===== config.mk =====
export PLATFORM = sky130hd
export DESIGN_NAME = cau_div_step
export DESIGN_NICKNAME = d
export VERILOG_FILES = /design/src/rtl/core/cau_pkg.sv /design/src/rtl/core/cau_div_step.sv
export SDC_FILE = /design/constraint.sdc
export NUM_CORES = 1
export LEC_CHECK = 0
export BUFFER_PORTS_ARGS = -buffer_cell sky130_fd_sc_hd__buf_2
export CAP_MARGIN = 30
export CELL_PAD_IN_SITES_DETAIL_PLACEMENT = 0
export CELL_PAD_IN_SITES_GLOBAL_PLACEMENT = 1
export CORE_AREA = 2 2 305 307
export DETAILED_ROUTE_END_ITERATION = 10
export DIE_AREA = 0 0 307 309
export HOLD_SLACK_MARGIN = 0.03
export PLACE_DENSITY = 0.46
export SLEW_MARGIN = 20
export SYNTH_ARGS = -nofsm -noshare
export SYNTH_HDL_FRONTEND = slang
export SYNTH_SLANG_ARGS = --single-unit
export TNS_END_PERCENT = 100

===== constraint.sdc =====
create_clock -name clk -period 5 [get_ports clk]
set_clock_uncertainty 0.15 [all_clocks]
set_input_delay 0.75 -clock clk [delete_from_list [all_inputs] [get_ports clk]]
set_output_delay 0.75 -clock clk [all_outputs]
set_load 0.03 [all_outputs]

===== src/rtl/core/cau_pkg.sv =====
// shared types, codes and helpers for the complex arithmetic unit
package cau_pkg;

  localparam int WordBits = 32;
  localparam int FracBits = 16;
  localparam int WideBits = 2 * WordBits + 1;
  localparam int DivSteps = WordBits;

  typedef enum logic [1:0] {
    ACT_ADD = 2'd0,
    ACT_SUB = 2'd1,
    ACT_MUL = 2'd2,
    ACT_DIV = 2'd3
  } action_t;

  localparam logic [WordBits-1:0] WORD_MAX = {1'b0, {(WordBits-1){1'b1}}};
  localparam logic [WordBits-1:0] WORD_MIN = {1'b1, {(WordBits-1){1'b0}}};
  localparam logic signed [WideBits-1:0] WIDE_MAX =
    $signed({{(WordBits+1){1'b0}}, WORD_MAX});
  localparam logic signed [WideBits-1:0] WIDE_MIN =
    $signed({{(WordBits+1){1'b1}}, WORD_MIN});

  // common part of a transaction as it travels down the pipe
  typedef struct packed {
    logic                  is_div;
    logic                  dbz;
    logic                  ovf;
    logic [WordBits-1:0]   re;
    logic [WordBits-1:0]   im;
    logic [2*WordBits-1:0] den;
  } ctrl_t;

  // one restoring divider lane
  typedef struct packed {
    logic                  big;
    logic                  neg;
    logic [2*WordBits-1:0] rem;
    logic [WordBits-1:0]   low;
    logic [WordBits-1:0]   quo;
  } div_lane_t;

  // saturate a wide signed value to one word, msb of result is the overflow flag
  function automatic logic [WordBits:0] sat_wide(logic signed [WideBits-1:0] v);
    logic [WordBits:0] r;
    if (v > WIDE_MAX) begin
      r = {1'b1, WORD_MAX};
    end else if (v < WIDE_MIN) begin
      r = {1'b1, WORD_MIN};
    end else begin
      r = {1'b0, v[WordBits-1:0]};
    end
    return r;
  endfunction

  // one quotient bit per call
  function automatic div_lane_t div_step(div_lane_t l, logic [2*WordBits-1:0] den);
    div_lane_t           r;
    logic [2*WordBits:0] t;
    r = l;
    t = {l.rem, l.low[WordBits-1]};
    if (t >= {1'b0, den}) begin
      r.rem = (2*WordBits)'(t - {1'b0, den});
      r.quo = {l.quo[WordBits-2:0], 1'b1};
    end else begin
      r.rem = t[2*WordBits-1:0];
      r.quo = {l.quo[WordBits-2:0], 1'b0};
    end
    r.low = {l.low[WordBits-2:0], 1'b0};
    return r;
  endfunction

  // final quotient to signed word, msb of result is the overflow flag
  function automatic logic [WordBits:0] div_result(div_lane_t l);
    logic [WordBits:0] r;
    if (l.big) begin
      r = {1'b1, l.neg ? WORD_MIN : WORD_MAX};
    end else if (l.neg) begin
      if (l.quo > WORD_MIN) r = {1'b1, WORD_MIN};
      else r = {1'b0, WordBits'(~l.quo + 1'b1)};
    end else begin
      if (l.quo > WORD_MAX) r = {1'b1, WORD_MAX};
      else r = {1'b0, l.quo};
    end
    return r;
  endfunction

endpackage


===== src/rtl/core/cau_div_step.sv =====
// one pipelined restoring division step for both result parts
module cau_div_step import cau_pkg::*; (
  input  logic      clk,
  input  logic      rst_n,
  input  logic      vld_i,
  input  ctrl_t     ctrl_i,
  input  div_lane_t re_i,
  input  div_lane_t im_i,
  output logic      vld_o,
  output ctrl_t     ctrl_o,
  output div_lane_t re_o,
  output div_lane_t im_o
);

  logic      vld_r;
  ctrl_t     ctrl_r;
  div_lane_t re_r, im_r, re_nxt, im_nxt;

  always_comb begin
    re_nxt = div_step(re_i, ctrl_i.den);
    im_nxt = div_step(im_i, ctrl_i.den);
  end

  always_ff @(posedge clk) begin
    if (!rst_n) begin
      vld_r <= 1'b0;
    end else begin
      vld_r <= vld_i;
    end
  end

  always_ff @(posedge clk) begin
    ctrl_r <= ctrl_i;
    re_r   <= re_nxt;
    im_r   <= im_nxt;
  end

  assign vld_o  = vld_r;
  assign ctrl_o = ctrl_r;
  assign re_o   = re_r;
  assign im_o   = im_r;

endmodule


; ---- Word level (Yosys, flattened, before mapping)
; Index checks and enable logic that the tools add are counted.
[classes]
n_addsub = 2
mul = 0
magnitude_cmp = 2
bitwise_logic = 0
n_div = 0
n_reduce_logical = 0
shifts = 0
mux = 4
n_eq_ne = 0
[ops]
columns = cell, n
row1 = $ge A65 B64 Y1, 2
row2 = $mux W64, 2
row3 = $sub A64 B64 Y64, 2
row4 = $mux W1, 2
[word_totals]
inputBits = 394
elab_cells = 25
ram_bits = 0
memories = 0
latchBits = 0
out_inout_bits = 392
rom_bits = 0
ff_bits = 390

; ---- Logic depth before layout (Yosys ltp)
; Gate-level depths: netlist of run 1.
[depth]
ltp_word = 2
mapped_depth = 15
ltp_nobuf = 13

; ---- Worst setup path after synthesis of run 1
; Ideal clock, no wire load.
[synth_path]
path_type = input -> register
start = input ctrl_i[36] (netlist bit)
end = register re_r, in the netlist re_o[74]
path_stages = 13
t_required_ns = 4.727
setup_ns = 0.123
setup_slack_ns = 1.551
arrival_ns = 3.176
n_path_buf = 3
path_cell_list = inv_1 > ha_1 > buf_2 > nand4_1 > or3_1 > o221ai_1 > a41oi_1 > o21ai_1 > a31oi_1 > o21ai_1 > buf_8 > buf_4 > mux2_1
[synth_lines]
columns = item, line
row1 = "start, declared", cau_div_step.sv:6  ; input ctrl_t ctrl_i,
row2 = "end signal, assigned", cau_div_step.sv:34  ; re_r <= re_nxt;
row3 = "end, declared", cau_div_step.sv:17  ; div_lane_t re_r, im_r, re_nxt, im_nxt;

==> results of run 1 <==
flip-flops by register name, summed over array words and instances, names as in the netlist:
name	count
ctrl_o	131
im_o	129
re_o	129
vld_o	1
cell families after synthesis:
family          share of synthesized area
compound gates                      0.202
xor+xnor                           0.0590
fa+ha+maj                          0.0937
buf+inv                            0.0433
flops                               0.446
mux                                0.0224
other cells                      0.000214
simple gates                        0.133
layout make-up:
class / count / area (sq um)
multi-input combinational: 1356 / 8960
sequential: 390 / 7810
clock inverter: 26 / 378
antenna: 4 / 10.0
clock buffer: 64 / 1350
inverter: 93 / 349
fill: 9893 / 66700
timing repair buffer: 820 / 4300
tap: 1186 / 1480
path summary, 6_finish.rpt:
path / end / depth (start not counted)
setup / recovery: im_o[124] / 14
hold / removal: ctrl_o[89] / 1
what timing repair did:
item                                   in CTS  in global routing
hold buffers                               14                  0
gates resized for setup                     0                  0
endpoints found under the hold margin      14                  0
layer usage:
| layer | vias up | track usage |
|---|---|---|
| li1 | 8378 | - |
| met1 | 8213 | 0.195 |
| met2 | 616 | 0.348 |
| met3 | 105 | 0.0340 |
| met4 | 10 | 0.0440 |
| met5 | - | 0 |
critical path, cell delays in order:
cell and delay [ps]:
sky130_fd_sc_hd__buf_2 110, sky130_fd_sc_hd__inv_1 180, sky130_fd_sc_hd__ha_1 420, sky130_fd_sc_hd__and2_1 280
sky130_fd_sc_hd__nand3_1 140, sky130_fd_sc_hd__a2bb2oi_1 420, sky130_fd_sc_hd__nand3_1 300, sky130_fd_sc_hd__a21oi_1 580
sky130_fd_sc_hd__a21oi_1 140, sky130_fd_sc_hd__buf_4 190, sky130_fd_sc_hd__a21boi_0 280, sky130_fd_sc_hd__o21ai_0 160
sky130_fd_sc_hd__xnor2_1 240, sky130_fd_sc_hd__a21oi_1 110
power by group through the flow:
stage               logic, W  clock network [W]  registers (W)
global route         0.00308            0.00410        0.00358
detailed placement   0.00288                  0        0.00362
finish               0.00287            0.00383        0.00355
CTS                  0.00290            0.00398        0.00356
floorplan            0.00110                  0        0.00430
global placement     0.00289                  0        0.00363
placed cells by master (no fill, tap or decap), drive strengths merged, types with 12 or more instances in the layout:
master	synthesis	routed
o21a	14	14
mux2	34	34
a211oi	15	15
dlygate4sd3	0	14
o21bai	30	30
ha	128	128
a21o	52	52
nor3	29	29
nor2	185	185
o211ai	13	13
nand3	33	33
o21ai	99	99
inv	93	100
nand2	131	131
clkbuf	31	64
xnor2	63	63
xor2	55	55
dfxtp	390	390
a31oi	19	19
and3	15	15
o31ai	12	12
buf	49	806
a21oi	246	246
nand2b	16	16
nand4	39	39
stage by stage:
step | power, W | utilization | std cells | worst slack, ps | cell area [sq um]
after floorplan | 0.00540 | - | 1919 | 1550 | 17500
after global placement | 0.00652 | 0.249 | 3831 | 518 | 22800
after detailed placement | 0.00650 | 0.249 | 3831 | 465 | 22800
after CTS | 0.0104 | 0.270 | 3935 | 1130 | 24600
after global routing | 0.0108 | 0.270 | 3937 | 933 | 24600
final | 0.0102 | 0.270 | 3939 | 1040 | 24600
==> impl_metrics.env, run 1 <==
export IMPL_cts_tree="done"
export IMPL_combPwrFrac=0.280
export IMPL_synth_ff_latch_count=390
export IMPL_clk_transition_reported_paths_ps=60
export IMPL_synth_top_cell_area_share=0.446
export IMPL_netlist_top_cells_count="390 x sky130_fd_sc_hd__dfxtp_1, 241 x sky130_fd_sc_hd__a21oi_1, 184 x sky130_fd_sc_hd__nor2_1"
export IMPL_firstDrtPassIters=5
export IMPL_arrival_time_worst_endpoint_ps=4300
export IMPL_grt_start_max_net_pins=61
export IMPL_leakage_nw=11.5
export IMPL_postRouteAntennaNets=0
export IMPL_instance_count_of_the_mapped_netlist=1918
export IMPL_route_met3_wl_microns=4860
export IMPL_final_setup_fails=0
export IMPL_tritoncts_num_buffers=49
export IMPL_route_detailed_drc=0
export IMPL_route_vias_total=17300
export IMPL_end_kind="flip-flop"
export IMPL_drt_total_wl_microns=88800
export IMPL_fmax_mhz=253
export IMPL_viasPerCell=4.40
export IMPL_h_tree_depth=2
export IMPL_grt_remaining_overflow=0
export IMPL_post_route_min_period_ps=3960
export IMPL_worst_endpoint_required_ps=5340
export IMPL_hp_class="in -> reg"
export IMPL_cts_repair_timing_setup_buffer_count=0
export IMPL_startpoint_class="primary input"
export IMPL_power_switching_w=0.00358
export IMPL_clock_root_buffer="sky130_fd_sc_hd__clkbuf_16"
export IMPL_worst_slew_pin_transition_ps=885
export IMPL_fp_coreArea_sq_um=91400
export IMPL_worst_ir_drop_vdd_v=0.000246
export IMPL_synth_main_ff_cell="sky130_fd_sc_hd__dfxtp_1"
export IMPL_timing_slew_headroom=0.404
export IMPL_setup_tns_final_ps=0
export IMPL_ys_seq_area_frac=0.446
export IMPL_power_switching_share=0.349
export IMPL_cell_pwr_density_nw_per_um2=416
export IMPL_maxSlewViolCount=0
export IMPL_async_flop_share=0
export IMPL_detailed_route_iter0_violations=1037
export IMPL_io_pins=786
export IMPL_gp_routability_congestion=0.883
export IMPL_first_global_vias=17600
export IMPL_layout_area_overhead_vs_synth_pct=40.7
export IMPL_chipWidth_microns=307
export IMPL_floorplan_die_height_microns=309
export IMPL_cts_sinks=390
export IMPL_crit_path_max_fo=6
export IMPL_clock_tree_buffer_depth=3
export IMPL_synth_avg_cell_area_sq_um=9.13
export IMPL_place_port_buffers=781
export IMPL_internal_power_w=0.00667
export IMPL_design_final_nets=3234
export IMPL_grt_antenna_before_repair=22
export IMPL_wl_per_cell_microns=22.6
export IMPL_top_layer_used="met5"
export IMPL_worst_setup_path_class="in -> reg"
export IMPL_final_cycle_share=0.791
export IMPL_timing_hold_violations_final=0
export IMPL_dpl_hpwl_microns=76200
export IMPL_synth_enable_flop_cells=0
export IMPL_synth_most_common_cell="sky130_fd_sc_hd__dfxtp_1"
export IMPL_start_util=0.192
export IMPL_run_status="complete, no violations"
export IMPL_grt_total_usage=0.178
export IMPL_synthDistinctLibCells=85
export IMPL_synthDominantAreaCellType="sky130_fd_sc_hd__dfxtp_1"
export IMPL_rsz0062_at_grt="no"
export IMPL_met2RoutedLength_microns=47900
export IMPL_maxCapViolations=0
export IMPL_ys_warn_count=0
export IMPL_pwr_share_seq=0.347
export IMPL_timing_hold_ws_ps=88.9
export IMPL_clock_power_share=0.373
export IMPL_wirelength_met1_microns=34000
export IMPL_synth_top_cells_by_area="sky130_fd_sc_hd__dfxtp_1 45%, sky130_fd_sc_hd__ha_1 9.1%, sky130_fd_sc_hd__a21oi_1 6.9%, sky130_fd_sc_hd__nor2_1 3.9%, sky130_fd_sc_hd__xnor2_1 3.2%"
export IMPL_placement_rows=111
export IMPL_die_area_sq_um=94900
export IMPL_syn_std_cell_area_sq_um=17500
export IMPL_grt_first_pass_wirelength_microns=123000
export IMPL_share_of_layout_cells_above_drive_strength_1=0.338
export IMPL_worstSetupStartpoint="ctrl_i[15]"
export IMPL_worstHoldStart="ctrl_i[89]"
Note: power is estimated with default switching activity, not from simulation.
==> run 2: changes to the inputs <==
ABC_AREA = 1   (was not set)
CORE_AREA = 2 2 303 305   (was 2 2 305 307)
DIE_AREA = 0 0 305 307   (was 0 0 307 309)
PLACE_DENSITY = 0.59   (was 0.46)
clock period = 3.3 ns   (was 5 ns; I/O delays follow)
==> impl_metrics.env, run 2 <==
export IMPL_worst_endpoint_required_ps=3690
export IMPL_worst_path_most_repeated_cell="sky130_fd_sc_hd__nand2_1"
export IMPL_detailed_route_iter0_violations=1533
export IMPL_power_switching_w=0.00603
export IMPL_h_tree_depth=2
export IMPL_number_of_flip_flops_in_the_largest_register=131
export IMPL_maxCapViolations=0
export IMPL_cts_repair_timing_setup_buffer_count=0
export IMPL_netlist_top_cells_count="1380 x sky130_fd_sc_hd__nand2_1, 679 x sky130_fd_sc_hd__inv_1, 390 x sky130_fd_sc_hd__dfxtp_1"
export IMPL_grt_busiest_layer="met2"
export IMPL_setup_tns_final_ps=0
export IMPL_ys_seq_area_frac=0.357
export IMPL_crit_path_max_fo=9
export IMPL_placed_cells=5497
export IMPL_grt_start_max_net_pins=60
export IMPL_end_kind="flip-flop"
export IMPL_grt_antenna_before_repair=6
export IMPL_synth_enable_flop_cells=0
export IMPL_startpoint_class="primary input"
export IMPL_crit_chain="dlygate4sd3_1 -> buf_2 -> inv_1 -> ha_1 -> nand2_1 -> nor2_1 -> nand2_1 -> nor2_2 -> inv_2 -> nor2_2 -> nand3_1 -> nand3_2 -> nor2_4 -> nand2_4 -> buf_12 -> buf_12 -> nand3_1 -> nand2_1"
export IMPL_start_util=0.241
export IMPL_timing_critical_path_slowest_cell_delay_ps=540
export IMPL_grt_remaining_overflow=0
export IMPL_fmax_mhz=314
export IMPL_final_cycle_share=0.964
export IMPL_gp_routability_congestion=0.931
export IMPL_synthDistinctLibCells=39
export IMPL_design_final_nets=5260
export IMPL_instance_count_of_the_mapped_netlist=3464
export IMPL_cts_sinks=390
export IMPL_met3_usage=0.0391
export IMPL_grt_first_pass_wirelength_microns=175000
export IMPL_viasPerCell=4.21
export IMPL_timing_slew_headroom=0.653
export IMPL_clk_transition_reported_paths_ps=60
export IMPL_clock_root_buffer="sky130_fd_sc_hd__clkbuf_16"
export IMPL_clock_power_share=0.333
export IMPL_postRouteAntennaNets=0
export IMPL_grt_total_usage=0.261
export IMPL_stdcell_count=5957
export IMPL_top_family_by_delay_on_critical_path="simple AND/OR/NAND/NOR gates"
export IMPL_clock_tree_buffer_depth=3
export IMPL_firstDrtPassIters=5
export IMPL_worst_slew_pin_transition_ps=521
export IMPL_setup_slack_ps=120
export IMPL_arrival_time_worst_endpoint_ps=3570
export IMPL_post_route_min_period_ps=3180
export IMPL_pre_cts_slack_ps=84.1
export IMPL_internal_power_w=0.0101
export IMPL_hp_class="in -> reg"
export IMPL_worstHoldStart="re_i[77]"
export IMPL_n_fill_cell=9871
export IMPL_placement_rows=111
export IMPL_power_switching_share=0.375
export IMPL_async_flop_share=0
export IMPL_timing_hold_violations_final=0
export IMPL_layout_area_overhead_vs_synth_pct=51.9
export IMPL_wl_per_cell_microns=21.1
export IMPL_die_area_sq_um=93600
export IMPL_final_common_cell="sky130_fd_sc_hd__nand2_1"
export IMPL_chipWidth_microns=305
export IMPL_worst_setup_path_class="in -> reg"
export IMPL_synth_most_common_cell="sky130_fd_sc_hd__nand2_1"
export IMPL_dpl_hpwl_microns=108000
export IMPL_final_setup_fails=0
export IMPL_combPwrFrac=0.330
export IMPL_synthDominantAreaCellType="sky130_fd_sc_hd__dfxtp_1"
export IMPL_ys_warn_count=0
export IMPL_route_detailed_drc=0
export IMPL_first_global_vias=24900
export IMPL_worstSetupStartpoint="ctrl_i[20]"
export IMPL_combined_buffer_and_inverter_count_along_the_critical_path=6
export IMPL_synth_top_cells_by_area="sky130_fd_sc_hd__dfxtp_1 36%, sky130_fd_sc_hd__nand2_1 24%, sky130_fd_sc_hd__inv_1 12%, sky130_fd_sc_hd__ha_1 7.3%, sky130_fd_sc_hd__nand3_1 6.5%"
export IMPL_rsz0062_at_grt="no"
export IMPL_maxSlewViolCount=0
export IMPL_synth_main_ff_cell="sky130_fd_sc_hd__dfxtp_1"
export IMPL_critPathSlowestCell="sky130_fd_sc_hd__dlygate4sd3_1"
export IMPL_fp_coreArea_sq_um=90700
export IMPL_route_vias_total=25100
export IMPL_share_of_layout_cells_above_drive_strength_1=0.222
export IMPL_syn_std_cell_area_sq_um=21900
export IMPL_synth_top_cell_area_share=0.357
export IMPL_place_port_buffers=781
export IMPL_cts_tree="done"
export IMPL_cell_pwr_density_nw_per_um2=484
export IMPL_io_pins=786
export IMPL_leakage_nw=19.0
export IMPL_pwr_share_seq=0.337
export IMPL_tritoncts_num_buffers=46
export IMPL_fraction_of_met1_tracks_used_by_global_routing=0.325
export IMPL_worst_ir_drop_vdd_v=0.000360
export IMPL_final_cell_mix="1379 x sky130_fd_sc_hd__nand2_1, 781 x sky130_fd_sc_hd__buf_2, 679 x sky130_fd_sc_hd__inv_1"
export IMPL_floorplan_die_height_microns=307
export IMPL_run_status="complete, no violations"
export IMPL_synth_avg_cell_area_sq_um=6.32
export IMPL_synth_ff_latch_count=390
export IMPL_drt_total_wl_microns=126000
export IMPL_use_met2=0.468
[run 2: cells by family (layout without fill, tap and decap cells)]
logic type | after synthesis | in the layout | share of synthesized area
other cells | 1 | 6 | 0.000171
flops | 390 | 390 | 0.357
xor+xnor | 62 | 62 | 0.0248
fa+ha+maj | 130 | 130 | 0.0750
simple gates | 2004 | 2004 | 0.380
buf+inv | 767 | 2069 | 0.137
compound gates | 110 | 110 | 0.0262
[run 2: metrics by stage]
step	area [sq um]	utilization	hold WS, ps	power (W)
detailed placement	27900	0.308	449	0.0105
CTS	33200	0.367	33.8	0.0163
floorplan	21900	-	373	0.00834
finish	33300	0.367	55.6	0.0161
global route	33200	0.367	47.6	0.0169
global placement	27900	0.308	448	0.0105
[run 2: worst paths after layout]
check	end	slack (ps)	cells after the start
min	re_o[78]	60	3
max	im_o[102]	120	18
[run 2: final cells by class]
cell class | count | area (sq um) | area share
tap | 1186 | 1480 | 0.0446
clock inverter | 19 | 254 | 0.00764
antenna | 4 | 10.0 | 0.000301
timing repair buffer | 1264 | 8620 | 0.259
inverter | 726 | 2730 | 0.0819
sequential | 390 | 7810 | 0.235
multi-input combinational | 2308 | 11100 | 0.333
clock buffer | 60 | 1270 | 0.0383
[run 2: power groups by stage]
stage / combinational, W / clock, W / sequential, W
after floorplan: 0.00192 / 0 / 0.00643
after global placement: 0.00496 / 0 / 0.00553
after detailed placement: 0.00495 / 0 / 0.00553
after CTS: 0.00534 / 0.00550 / 0.00544
after global routing: 0.00575 / 0.00567 / 0.00546
final: 0.00531 / 0.00536 / 0.00543
[run 2: tightest hold or removal path, cell delays in order]
cell                      delay [ps]
sky130_fd_sc_hd__buf_2            90
sky130_fd_sc_hd__nand3_1          70
sky130_fd_sc_hd__nand2_1         120
[run 2: routing by layer]
metal  part of all wire  vias up
met2               0.49      820
met3              0.051      123
li1                   -    12900
met4              0.027        2
met5           0.000064        -
met1               0.43    11200
[run 2: what timing repair did]
item	CTS	global route
hold endpoints to repair	376	0
resized for setup	0	2
setup endpoints to repair	0	44
hold buffers	377	0
==> run 3: changes to the inputs <==
CELL_PAD_IN_SITES_DETAIL_PLACEMENT = not set   (was 0)
CELL_PAD_IN_SITES_GLOBAL_PLACEMENT = not set   (was 1)
CORE_AREA = 2 2 305 307   (was 2 2 303 305)
DIE_AREA = 0 0 307 309   (was 0 0 305 307)
PLACE_DENSITY = 0.42   (was 0.59)
==> impl_metrics.env, run 3 (synthesis gave the netlist of run 2 again) <==
export IMPL_timing_critical_path_slowest_cell_delay_ps=660
export IMPL_number_of_flip_flops_in_the_largest_register=131
export IMPL_grt_start_max_net_pins=63
export IMPL_worst_endpoint_required_ps=3670
export IMPL_wl_per_cell_microns=20.4
export IMPL_start_util=0.240
export IMPL_floorplan_die_height_microns=309
export IMPL_hp_class="in -> reg"
export IMPL_drt_total_wl_microns=122000
export IMPL_viasPerCell=4.20
export IMPL_critPathSlowestCell="sky130_fd_sc_hd__ha_1"
export IMPL_cts_repair_timing_setup_buffer_count=0
export IMPL_gp_routability_congestion=0.971
export IMPL_grt_remaining_overflow=0
export IMPL_fmax_mhz=312
export IMPL_top_family_by_delay_on_critical_path="buffers and inverters"
export IMPL_detailed_route_iter0_violations=1608
export IMPL_route_detailed_drc=0
export IMPL_maxCapViolations=0
export IMPL_io_pins=786
export IMPL_first_global_vias=24500
export IMPL_final_cell_mix="1380 x sky130_fd_sc_hd__nand2_1, 781 x sky130_fd_sc_hd__buf_2, 679 x sky130_fd_sc_hd__inv_1"
export IMPL_final_setup_fails=0
export IMPL_h_tree_depth=2
export IMPL_layout_area_overhead_vs_synth_pct=52.9
export IMPL_post_route_min_period_ps=3200
export IMPL_clk_transition_reported_paths_ps=60
export IMPL_maxSlewViolCount=0
export IMPL_setup_tns_final_ps=0
export IMPL_tritoncts_num_buffers=48
export IMPL_grt_total_usage=0.247
export IMPL_grt_first_pass_wirelength_microns=168000
export IMPL_place_port_buffers=781
export IMPL_postRouteAntennaNets=0
export IMPL_placement_rows=111
export IMPL_cts_tree="done"
export IMPL_timing_slew_headroom=0.626
export IMPL_cell_pwr_density_nw_per_um2=494
export IMPL_fp_coreArea_sq_um=91400
export IMPL_final_common_cell="sky130_fd_sc_hd__nand2_1"
export IMPL_startpoint_class="primary input"
export IMPL_combined_buffer_and_inverter_count_along_the_critical_path=5
export IMPL_chipWidth_microns=307
export IMPL_design_final_nets=5261
export IMPL_firstDrtPassIters=6
export IMPL_worst_slew_pin_transition_ps=561
export IMPL_rsz0062_at_grt="no"
export IMPL_grt_antenna_before_repair=8
export IMPL_timing_hold_ws_ps=77.9
export IMPL_clock_tree_buffer_depth=3
export IMPL_route_vias_total=25100
export IMPL_leakage_nw=19.1
export IMPL_run_status="complete, no violations"
export IMPL_end_kind="flip-flop"
export IMPL_share_of_layout_cells_above_drive_strength_1=0.222
export IMPL_cts_sinks=390
export IMPL_crit_path_max_fo=16
export IMPL_crit_chain="dlygate4sd3_1 -> buf_2 -> inv_1 -> ha_1 -> nand2_1 -> nor2_1 -> nand2_1 -> nor3_1 -> nand3_1 -> nand3_2 -> nor2_4 -> nand2_4 -> buf_12 -> buf_4 -> nand2_1 -> o21ai_0"
export IMPL_worst_setup_path_class="in -> reg"
export IMPL_clock_root_buffer="sky130_fd_sc_hd__clkbuf_16"
export IMPL_arrival_time_worst_endpoint_ps=3580
export IMPL_final_cycle_share=0.971
export IMPL_worst_ir_drop_vdd_v=0.000381
export IMPL_timing_hold_violations_final=0
export IMPL_dpl_hpwl_microns=105000
export IMPL_die_area_sq_um=94900
export IMPL_worst_path_most_repeated_cell="sky130_fd_sc_hd__nand2_1"
-- run 3: cell types whose count changed in the layout (fill, tap and decap cells not counted), sizes merged --
cell and change:
buf -9, dlygate4sd3 +8, clkbuf +4, bufinv +3, clkinv +2, clkinvlp +2, inv -1
-- run 3: through the flow --
stage / total power [W] / instances / worst slack [ps] / utilization / instance area, sq um
2_1_floorplan: 0.00834 / 3465 / 951 / - / 21900
3_3_place_gp: 0.0104 / 5488 / 32.2 / 0.305 / 27900
3_5_place_dp: 0.0104 / 5488 / 17.4 / 0.305 / 27900
4_1_cts: 0.0167 / 5962 / 134 / 0.366 / 33400
5_1_grt: 0.0173 / 5962 / 12.0 / 0.366 / 33500
6_report: 0.0165 / 5966 / 95.1 / 0.366 / 33500
-- run 3: report_power, final --
part / internal (W) / switching, W / leakage [nW]
sequential: 0.00520 / 0.000202 / 3.29
combinational: 0.00173 / 0.00359 / 14.9
clock: 0.00348 / 0.00232 / 0.837
-- run 3: worst paths after layout --
kind	start	end	slack, ps	cells after the start
worst max-delay path	ctrl_i[2]	im_o[64]	100	16
worst min-delay path	im_i[89]	im_o[90]	80	3
-- run 3: routing by layer --
metal | part of all wire | GRT usage | vias to the layer above
li1 | - | - | 12900
met1 | 0.43 | 0.306 | 11100
met2 | 0.47 | 0.424 | 892
met3 | 0.060 | 0.0428 | 158
met4 | 0.043 | 0.0989 | 6
met5 | 0.00030 | 0 | -
-- run 3: final cells by class --
| type | instances | area, sq um |
|---|---|---|
| Inverter | 726 | 2730 |
| Clock inverter | 25 | 400 |
| Antenna cell | 4 | 10.0 |
| Sequential cell | 390 | 7810 |
| Timing Repair Buffer | 1263 | 8630 |
| Multi-Input combinational cell | 2308 | 11100 |
| Tap cell | 1186 | 1480 |
| Clock buffer | 64 | 1320 |
| Fill cell | 10100 | 57900 |
-- run 3: repair_timing --
item	CTS	global route
hold buffers	385	0
setup endpoints to repair	0	15
hold endpoints to repair	384	0
resized for setup	0	3
-- run 3: worst min-delay path, delay by kind of cell --
family,cells,cell delay (ps)
AND/OR/NAND/NOR,2,230
buffers and inverters,1,90
